==> src/rtl/hmtf_pkg.sv <==
// ----------------------------------------------------------------------------
// hmtf_pkg
// Shared types and constants of the hysteresis mid-tracking filter.
// ----------------------------------------------------------------------------
package hmtf_pkg;

  localparam int WINDOW_DEPTH_DEF = 16;
  localparam int SAMPLE_WIDTH_DEF = 16;

  localparam int CFG_IDX_W = 3;
  localparam int CFG_DATA_W = 16;
  localparam int BAND_W = 15;
  localparam int LIMIT_W = 16;

  typedef enum logic [CFG_IDX_W-1:0] {
    REG_HYST_BAND = 3'd0,
    REG_LOW_LIMIT = 3'd1,
    REG_HIGH_LIMIT = 3'd2,
    REG_MID_STEP = 3'd3
  } reg_idx_t;

  typedef enum logic {
    OP_FILTER = 1'b0,
    OP_RESET = 1'b1
  } opcode_t;

  typedef enum logic [1:0] {
    ST_IDLE,
    ST_SCAN,
    ST_DONE
  } state_t;

  typedef struct packed {
    logic shift;
    logic fill;
  } cell_ctrl_t;

endpackage

==> src/rtl/hmtf_if.sv <==
// ----------------------------------------------------------------------------
// hmtf_if
// Valid/ready channels of the filter: config writes, input and result words.
// ----------------------------------------------------------------------------
interface hmtf_cfg_if
  import hmtf_pkg::*;
  ();
  logic valid;
  logic ready;
  logic [CFG_IDX_W-1:0] index;
  logic [CFG_DATA_W-1:0] data;

  modport source(output valid, index, data, input ready);
  modport sink(input valid, index, data, output ready);
endinterface

interface hmtf_in_if
  import hmtf_pkg::*;
  #(parameter int SAMPLE_WIDTH = SAMPLE_WIDTH_DEF) ();
  logic valid;
  logic ready;
  logic opcode;
  logic signed [SAMPLE_WIDTH-1:0] sample;

  modport source(output valid, opcode, sample, input ready);
  modport sink(input valid, opcode, sample, output ready);
endinterface

interface hmtf_out_if
  import hmtf_pkg::*;
  #(parameter int SAMPLE_WIDTH = SAMPLE_WIDTH_DEF) ();
  logic valid;
  logic ready;
  logic signed [SAMPLE_WIDTH-1:0] filtered;

  modport source(output valid, filtered, input ready);
  modport sink(input valid, filtered, output ready);
endinterface

==> src/rtl/hmtf_cell.sv <==
// ----------------------------------------------------------------------------
// hmtf_cell
// One window entry with a running min/max stage fed from its neighbor.
// ----------------------------------------------------------------------------
module hmtf_cell
  import hmtf_pkg::*;
#(
  parameter int SAMPLE_WIDTH = SAMPLE_WIDTH_DEF
) (
  input  logic                           clk,
  input  logic                           rst,
  input  cell_ctrl_t                     ctl,
  input  logic signed [SAMPLE_WIDTH-1:0] fill_value,
  input  logic signed [SAMPLE_WIDTH-1:0] shift_in,
  input  logic signed [SAMPLE_WIDTH-1:0] lo_in,
  input  logic signed [SAMPLE_WIDTH-1:0] hi_in,
  output logic signed [SAMPLE_WIDTH-1:0] entry,
  output logic signed [SAMPLE_WIDTH-1:0] lo,
  output logic signed [SAMPLE_WIDTH-1:0] hi
);

  always_ff @(posedge clk) begin
    if (rst) begin
      entry <= '0;
    end else if (ctl.fill) begin
      entry <= fill_value;
    end else if (ctl.shift) begin
      entry <= shift_in;
    end
  end

  // fold own entry into the partial min/max from the previous cell
  always_ff @(posedge clk) begin
    lo <= (entry < lo_in) ? entry : lo_in;
    hi <= (entry > hi_in) ? entry : hi_in;
  end

endmodule

==> src/rtl/hysteresis_mid_tracking_filter.sv <==
// ----------------------------------------------------------------------------
// hysteresis_mid_tracking_filter
// Backlash filter with drift toward the midpoint of a sliding sample window.
// ----------------------------------------------------------------------------
// A filter word is accepted, the SCAN state waits out the min/max walk down the cell row,
// then the result register is loaded and passed on to the output register from DONE;
// a reset word goes from acceptance straight to DONE. A new word is taken only in IDLE,
// after the last result has been loaded into the output register; a stalled result word
// holds the input off.
// Reset: output valid, window and limits return to their defaults.
module hysteresis_mid_tracking_filter
  import hmtf_pkg::*;
#(
  parameter int WINDOW_DEPTH = WINDOW_DEPTH_DEF,
  parameter int SAMPLE_WIDTH = SAMPLE_WIDTH_DEF
) (
  input  logic       clk,
  input  logic       rst,
  hmtf_cfg_if.sink   cfg,
  hmtf_in_if.sink    data_in,
  hmtf_out_if.source data_out
);

  localparam int EW = ((SAMPLE_WIDTH > LIMIT_W) ? SAMPLE_WIDTH : LIMIT_W) + 2;
  localparam int CNT_W = $clog2(WINDOW_DEPTH + 1);
  localparam logic [CNT_W-1:0] CNT_LAST = CNT_W'(WINDOW_DEPTH);

  logic [BAND_W-1:0]         hyst_band;
  logic signed [LIMIT_W-1:0] lower_lim;
  logic signed [LIMIT_W-1:0] upper_lim;
  logic [BAND_W-1:0]         drift_step;

  state_t state, state_next;
  logic [CNT_W-1:0] cnt;

  logic signed [SAMPLE_WIDTH-1:0] held;
  logic signed [SAMPLE_WIDTH-1:0] x_reg;
  logic signed [SAMPLE_WIDTH-1:0] y_band;
  logic signed [SAMPLE_WIDTH-1:0] result;

  logic in_fire, out_load;
  cell_ctrl_t ctl;

  logic signed [EW-1:0] xe, ye, he, loe, hie, y1;
  logic signed [EW-1:0] xr, yb, se, mid, y2;

  logic signed [SAMPLE_WIDTH-1:0] entry [WINDOW_DEPTH];
  logic signed [SAMPLE_WIDTH-1:0] lo_q  [WINDOW_DEPTH];
  logic signed [SAMPLE_WIDTH-1:0] hi_q  [WINDOW_DEPTH];

  // config
  assign cfg.ready = 1'b1;

  always_ff @(posedge clk) begin
    if (rst) begin
      hyst_band <= '0;
      lower_lim <= {1'b1, {(LIMIT_W-1){1'b0}}};
      upper_lim <= {1'b0, {(LIMIT_W-1){1'b1}}};
      drift_step <= '0;
    end else if (cfg.valid) begin
      unique case (cfg.index)
        REG_HYST_BAND:  hyst_band <= cfg.data[BAND_W-1:0];
        REG_LOW_LIMIT:  lower_lim <= $signed(cfg.data[LIMIT_W-1:0]);
        REG_HIGH_LIMIT: upper_lim <= $signed(cfg.data[LIMIT_W-1:0]);
        REG_MID_STEP:   drift_step <= cfg.data[BAND_W-1:0];
        default: ;
      endcase
    end
  end

  // cell row
  assign in_fire = data_in.valid && data_in.ready;
  assign ctl = {in_fire && (data_in.opcode == OP_FILTER),
                in_fire && (data_in.opcode == OP_RESET)};

  for (genvar i = 0; i < WINDOW_DEPTH; i++) begin : g_cell
    if (i == 0) begin : g_head
      hmtf_cell #(.SAMPLE_WIDTH(SAMPLE_WIDTH)) u_cell (
        .clk(clk), .rst(rst), .ctl(ctl),
        .fill_value(data_in.sample), .shift_in(data_in.sample),
        .lo_in(entry[0]), .hi_in(entry[0]),
        .entry(entry[0]), .lo(lo_q[0]), .hi(hi_q[0])
      );
    end else begin : g_body
      hmtf_cell #(.SAMPLE_WIDTH(SAMPLE_WIDTH)) u_cell (
        .clk(clk), .rst(rst), .ctl(ctl),
        .fill_value(data_in.sample), .shift_in(entry[i-1]),
        .lo_in(lo_q[i-1]), .hi_in(hi_q[i-1]),
        .entry(entry[i]), .lo(lo_q[i]), .hi(hi_q[i])
      );
    end
  end

  // band step
  assign xe = EW'(data_in.sample);
  assign ye = EW'(held);
  assign he = EW'($signed({1'b0, hyst_band}));
  assign loe = EW'(lower_lim);
  assign hie = EW'(upper_lim);

  always_comb begin
    if (xe > ye && xe >= hie) begin
      y1 = xe;
    end else if (xe < ye && xe <= loe) begin
      y1 = xe;
    end else if (xe > ye + he) begin
      y1 = xe - he;
    end else if (xe < ye - he) begin
      y1 = xe + he;
    end else begin
      y1 = ye;
    end
  end

  // midpoint drift
  assign xr = EW'(x_reg);
  assign yb = EW'(y_band);
  assign se = EW'($signed({1'b0, drift_step}));
  assign mid = EW'(lo_q[WINDOW_DEPTH-1])
             + ((EW'(hi_q[WINDOW_DEPTH-1]) - EW'(lo_q[WINDOW_DEPTH-1])) >>> 1);

  always_comb begin
    if (yb > mid && xr < yb) begin
      y2 = (yb - se > mid) ? yb - se : mid;
    end else if (yb < mid && xr > yb) begin
      y2 = (yb + se < mid) ? yb + se : mid;
    end else begin
      y2 = yb;
    end
  end

  // control
  assign data_in.ready = (state == ST_IDLE);
  assign out_load = (state == ST_DONE) && (!data_out.valid || data_out.ready);

  always_comb begin
    state_next = state;
    unique case (state)
      ST_IDLE: begin
        if (in_fire) begin
          state_next = (data_in.opcode == OP_RESET) ? ST_DONE : ST_SCAN;
        end
      end
      ST_SCAN: begin
        if (cnt == CNT_LAST) begin
          state_next = ST_DONE;
        end
      end
      ST_DONE: begin
        if (out_load) begin
          state_next = ST_IDLE;
        end
      end
      default: state_next = ST_IDLE;
    endcase
  end

  always_ff @(posedge clk) begin
    if (rst) begin
      state <= ST_IDLE;
    end else begin
      state <= state_next;
    end
  end

  always_ff @(posedge clk) begin
    if (rst) begin
      cnt <= '0;
    end else if (in_fire) begin
      cnt <= '0;
    end else if (state == ST_SCAN) begin
      cnt <= cnt + 1'b1;
    end
  end

  always_ff @(posedge clk) begin
    if (rst) begin
      held <= '0;
    end else if (ctl.fill) begin
      held <= data_in.sample;
    end else if (state == ST_SCAN && cnt == CNT_LAST) begin
      held <= y2[SAMPLE_WIDTH-1:0];
    end
  end

  always_ff @(posedge clk) begin
    if (ctl.shift) begin
      x_reg <= data_in.sample;
      y_band <= y1[SAMPLE_WIDTH-1:0];
    end
    if (ctl.fill) begin
      result <= data_in.sample;
    end else if (state == ST_SCAN && cnt == CNT_LAST) begin
      result <= y2[SAMPLE_WIDTH-1:0];
    end
  end

  // output register
  always_ff @(posedge clk) begin
    if (rst) begin
      data_out.valid <= 1'b0;
    end else if (out_load) begin
      data_out.valid <= 1'b1;
    end else if (data_out.ready) begin
      data_out.valid <= 1'b0;
    end
  end

  always_ff @(posedge clk) begin
    if (out_load) begin
      data_out.filtered <= result;
    end
  end

endmodule
==> src/flat_wrapper.sv <==
// flat-port wrapper written by rule: the top's interface ports become plain ports
module hysteresis_mid_tracking_filter_flat import hmtf_pkg::*;
#(
  parameter int WINDOW_DEPTH = WINDOW_DEPTH_DEF,
  parameter int SAMPLE_WIDTH = SAMPLE_WIDTH_DEF
)
  (clk, rst, cfg_valid, cfg_index, cfg_data, cfg_ready, data_in_valid, data_in_opcode, data_in_sample, data_in_ready, data_out_valid, data_out_filtered, data_out_ready);
  hmtf_cfg_if cfg_i ();
  hmtf_in_if #(.SAMPLE_WIDTH(SAMPLE_WIDTH)) data_in_i ();
  hmtf_out_if #(.SAMPLE_WIDTH(SAMPLE_WIDTH)) data_out_i ();
  input  logic clk;
  input  logic rst;
  input wire logic [$bits(cfg_i.valid)-1:0] cfg_valid;
  input wire logic [$bits(cfg_i.index)-1:0] cfg_index;
  input wire logic [$bits(cfg_i.data)-1:0] cfg_data;
  output wire logic [$bits(cfg_i.ready)-1:0] cfg_ready;
  input wire logic [$bits(data_in_i.valid)-1:0] data_in_valid;
  input wire logic [$bits(data_in_i.opcode)-1:0] data_in_opcode;
  input wire logic [$bits(data_in_i.sample)-1:0] data_in_sample;
  output wire logic [$bits(data_in_i.ready)-1:0] data_in_ready;
  output wire logic [$bits(data_out_i.valid)-1:0] data_out_valid;
  output wire logic [$bits(data_out_i.filtered)-1:0] data_out_filtered;
  input wire logic [$bits(data_out_i.ready)-1:0] data_out_ready;
  assign cfg_i.valid = cfg_valid;
  assign cfg_i.index = cfg_index;
  assign cfg_i.data = cfg_data;
  assign cfg_ready = cfg_i.ready;
  assign data_in_i.valid = data_in_valid;
  assign data_in_i.opcode = data_in_opcode;
  assign data_in_i.sample = data_in_sample;
  assign data_in_ready = data_in_i.ready;
  assign data_out_valid = data_out_i.valid;
  assign data_out_filtered = data_out_i.filtered;
  assign data_out_i.ready = data_out_ready;
  hysteresis_mid_tracking_filter #(.WINDOW_DEPTH(WINDOW_DEPTH), .SAMPLE_WIDTH(SAMPLE_WIDTH)) u_core (.clk(clk), .rst(rst), .cfg(cfg_i), .data_in(data_in_i), .data_out(data_out_i));
endmodule
==> config.mk <==
export PLATFORM = sky130hd
export DESIGN_NAME = hysteresis_mid_tracking_filter_flat
export DESIGN_NICKNAME = d
export VERILOG_FILES = /design/src/rtl/hmtf_pkg.sv /design/src/rtl/hmtf_if.sv /design/src/rtl/hmtf_cell.sv /design/src/rtl/hysteresis_mid_tracking_filter.sv /design/src/flat_wrapper.sv
export SDC_FILE = /design/constraint.sdc
export NUM_CORES = 2
export LEC_CHECK = 0
export BUFFER_PORTS_ARGS = -buffer_cell sky130_fd_sc_hd__buf_2
export CAP_MARGIN = 20
export CORE_ASPECT_RATIO = 1.75
export CORE_MARGIN = 2
export CORE_UTILIZATION = 60
export CTS_CLUSTER_SIZE = 24
export DETAILED_ROUTE_END_ITERATION = 16
export GPL_ROUTABILITY_DRIVEN = 0
export PLACE_DENSITY = 0.76
export SYNTH_ARGS = -nofsm -noshare
export SYNTH_HDL_FRONTEND = slang
export SYNTH_SLANG_ARGS = --single-unit
==> constraint.sdc <==
create_clock -name clk -period 7.1 [get_ports clk]
set_input_delay 1.42 -clock clk [delete_from_list [all_inputs] [get_ports clk]]
set_output_delay 1.42 -clock clk [all_outputs]
set_load 0.1 [all_outputs]
==> impl_results.md <==
- Vias per cell: 6.045
- Maximum clock path buffer count: 3
- Setup TNS: 0 ps
- Die width: 227.5 um
- Worst VDD drop: 0.0005823 V
- Req. time, crit path: 7500 ps
- Critical path's largest stage delay: 510 ps
- H-tree levels: 3
- Worst Max-Slew Pin Slew: 1415 ps
- Synth cell types: 95
- Leakage: 24.48 nW
- Clock skew: 34.03 ps
- Vias in the first global route: 42.17k
- GRT Total Usage: 0.3164
- Nets: 6,418
- Top post-synthesis cells by area: dfxtp_1 32%, ha_1 17%, mux2_2 9.9%
- Skew-Pair Late Insertion Delay: 690 ps
- Clock Root Buffer: clkbuf_16
- RSZ-0062 raised after global routing: no
- Top Registers: u_core.g_cell.g_body.u_cell.entry (240), u_core.g_cell.g_body.u_cell.hi (240), u_core.g_cell.g_body.u_cell.lo (240)
- FFs w/ async S/R, synth: 0
- Core Area: 0.08678 mm^2
- Hold Crit Endpoint: u_core.g_cell[0].g_head.u_cell.hi[8]$_DFF_P_
- Startpoint Class: flip-flop
- Net Switching: 0.01189 W
- DPL Wire Length: 103,800 um
- Initial Utilization: 0.6045
- Crit path DAT: 7120 ps
- Tot Pwr: 0.02808 W
- Initial antenna violation count: 7
- Largest delay share family, worst path: compound AO/OA/AOI/OAI gates
- Int Power: 0.01619 W
- CTS sink cnt: 902
- Fin worst setup slack: 388.8 ps
- Hold path cells: 0
- Largest net degree at the start of global routing: 225
- Clk slew on worst S/H paths: 70 ps
- Setup Viol. Count Final: 0
- Sw Share: 0.4235
- Status: complete, no violations
- Via count: 41.67k
- Predominant post-synthesis flop cell: dfxtp_1
- Pwr/cell area: 495.5 mW/mm^2
- Mapped Nets: 6,483
- Mapped Area: 0.05245 mm^2
- Die area: 0.08990 mm^2
- Max-Cap Viols: 0
- GR Overflow Total: 0
- Synth top area share: 0.3198
- Total CTS buffers: 84
- Critical path depth: 28
- Global-route wire length before repair: 222,800 um
- Hold_buf cts: 0
- DRC violations left: 0
- Core Util, Final: 0.6531
- Post-synthesis sequential area ratio: 0.3565
- Routed Antenna Nets: 0
- Core Rows: 143
- Setup slack, reg-to-reg: 390 ps
- Final Cycle Share: 0.9452
- Worst hold-check path type: flip-flop to flip-flop
- Port bufs: 58
- Iter 0 DRT Violations: 2,652
- Total wire length: 142,600 um
- Layout cells sized above 1: 0.1358
- Ys Warns: 0
- Leading area contributor after synthesis: dfxtp_1
- Max frequency: 149.0 MHz
- Die Ht: 395.1 um
- Placement Setup Slack: 245.2 ps
- Worst-path fanout max: 15
- Relative slew slack: 0.05674
- Drt pass-1 iters: 6
- WHS: 368.3 ps
- Hold Vio Cnt, Final: 0
- Most used cell along the critical path: o21ai_0
- Number of enable flip-flop cells after synthesis: 64
- Hold Startpoint: u_core.g_cell[0].g_head.u_cell.entry[8]$_SDFFE_PP0P_
- Seq cells post-synth: 902
- Crit path kind: flip-flop to flip-flop
- Area grow syn2layout: 8.048%
- Routed wire length per instance: 20.68 um
- CP Buf/Inv Count: 1
- Post-Synthesis Cells: 5,728
- # IOs: 60
- Worst Reg-to-Reg Cells: 28
- Period minus WS final: 6711 ps
- Clock network fraction of total power: 0.170
- Combinational power share: 0.560
- Sequential share of power: 0.270
- Final Max Tran Viols: 0
- Reg-to-reg critical path startpoint: u_core.g_cell[15].g_body.u_cell.lo[0]$_DFF_P_
- Crit end category: flip-flop
- Reg2Reg Capture Point: u_core.result[10]$_DFFE_PP_
- Slowest stage cell on the critical path: or4_4
- Setup crit start: u_core.g_cell[15].g_body.u_cell.lo[0]$_DFF_P_
- Syn_area_per_cell: 9.157 um^2
- CTS tree: built
## power groups by stage
stage | Sequential (W) | Combinational [W] | Clock [W]
CTS | 0.00754 | 0.0150 | 0.00484
global placement | 0.00760 | 0.0144 | 0
detailed placement | 0.00763 | 0.0148 | 0
global route | 0.00768 | 0.0171 | 0.00503
floorplan | 0.00719 | 0.0117 | 0
finish | 0.00758 | 0.0157 | 0.00479
## area by class of cell
| type | count | area, um^2 |
|---|---|---|
| multi-input cells | 3911 | 30400 |
| fillers | 6943 | 30100 |
| flip-flops and latches | 902 | 18700 |
| inverters | 660 | 2485 |
| clock buffers | 113 | 2414 |
| well taps | 1160 | 1451 |
| repair buffers | 104 | 694.4 |
| clock inverters | 41 | 529.3 |
| diodes | 2 | 5.005 |
## placed cells by master (no fill, tap or decap), types with 27 or more instances in the layout
master	synthesis	routed
ha_1	706	705
mux2i_1	29	28
nor3_1	58	54
nand2b_1	77	77
nor2_1	403	401
buf_2	10	57
buf_4	6	40
mux2_2	463	463
a21oi_1	533	531
xnor2_1	64	63
o22ai_1	34	34
dfxtp_1	838	837
o211ai_1	27	27
a211oi_1	281	281
edfxtp_1	64	64
nor2b_1	83	83
o21a_1	93	93
inv_1	656	656
nand2_1	253	252
o21ai_0	154	154
nand3_1	54	54
clkbuf_16	0	86
a21o_1	176	175
nand4_1	75	75
## Yosys cell counts (27+ instances only)
library cell / instances
dfxtp_1: 838
ha_1: 706
inv_1: 656
a21oi_1: 533
mux2_2: 463
nor2_1: 403
a211oi_1: 281
nand2_1: 253
clkbuf_1: 225
a21o_1: 176
o21ai_0: 154
o21a_1: 93
nor2b_1: 83
nand2b_1: 77
nand4_1: 75
edfxtp_1: 64
xnor2_1: 64
nor3_1: 58
nand3_1: 54
o22ai_1: 34
mux2i_1: 29
o211ai_1: 27
## metal layers
layer	part of all wire	global-route usage
met5	0	0
met1	0.36	0.3316
met4	0.076	0.2211
met2	0.51	0.5771
met3	0.047	0.03974
## worst max path at each step
| stage | slack, ps | end |
|---|---|---|
| 6_report | 390 | u_core.result[10]$_DFFE_PP_ |
| 5_1_grt | 9 | u_core.result[10]$_DFFE_PP_ |
| 4_1_cts | 220 | u_core.result[15]$_DFFE_PP_ |
| 3_5_place_dp | 250 | u_core.result[15]$_DFFE_PP_ |
| 3_3_place_gp | 310 | u_core.result[15]$_DFFE_PP_ |
| 2_1_floorplan | 880 | u_core.result[13]$_DFFE_PP_ |
## kinds of logic after synthesis
kind of cell,synth area share
simple gates,0.1026
compound gates,0.1817
xor+xnor,0.01512
flops,0.3565
mux,0.1051
other cells,0.00007149
fa+ha+maj,0.1721
buf+inv,0.06679
## timing repair
action / CTS / global route
resized for setup: 0 / 16
setup buffers: 0 / 3
setup endpoints to repair: 0 / 32
## per-stage QoR
stage	instance area [um^2]	cells
finish	56670	6893
global route	56670	6892
detailed placement	53590	6730
floorplan	52450	5728
CTS	56530	6884
global placement	53570	6729
No activity file was read; power rests on OpenSTA's default activity.
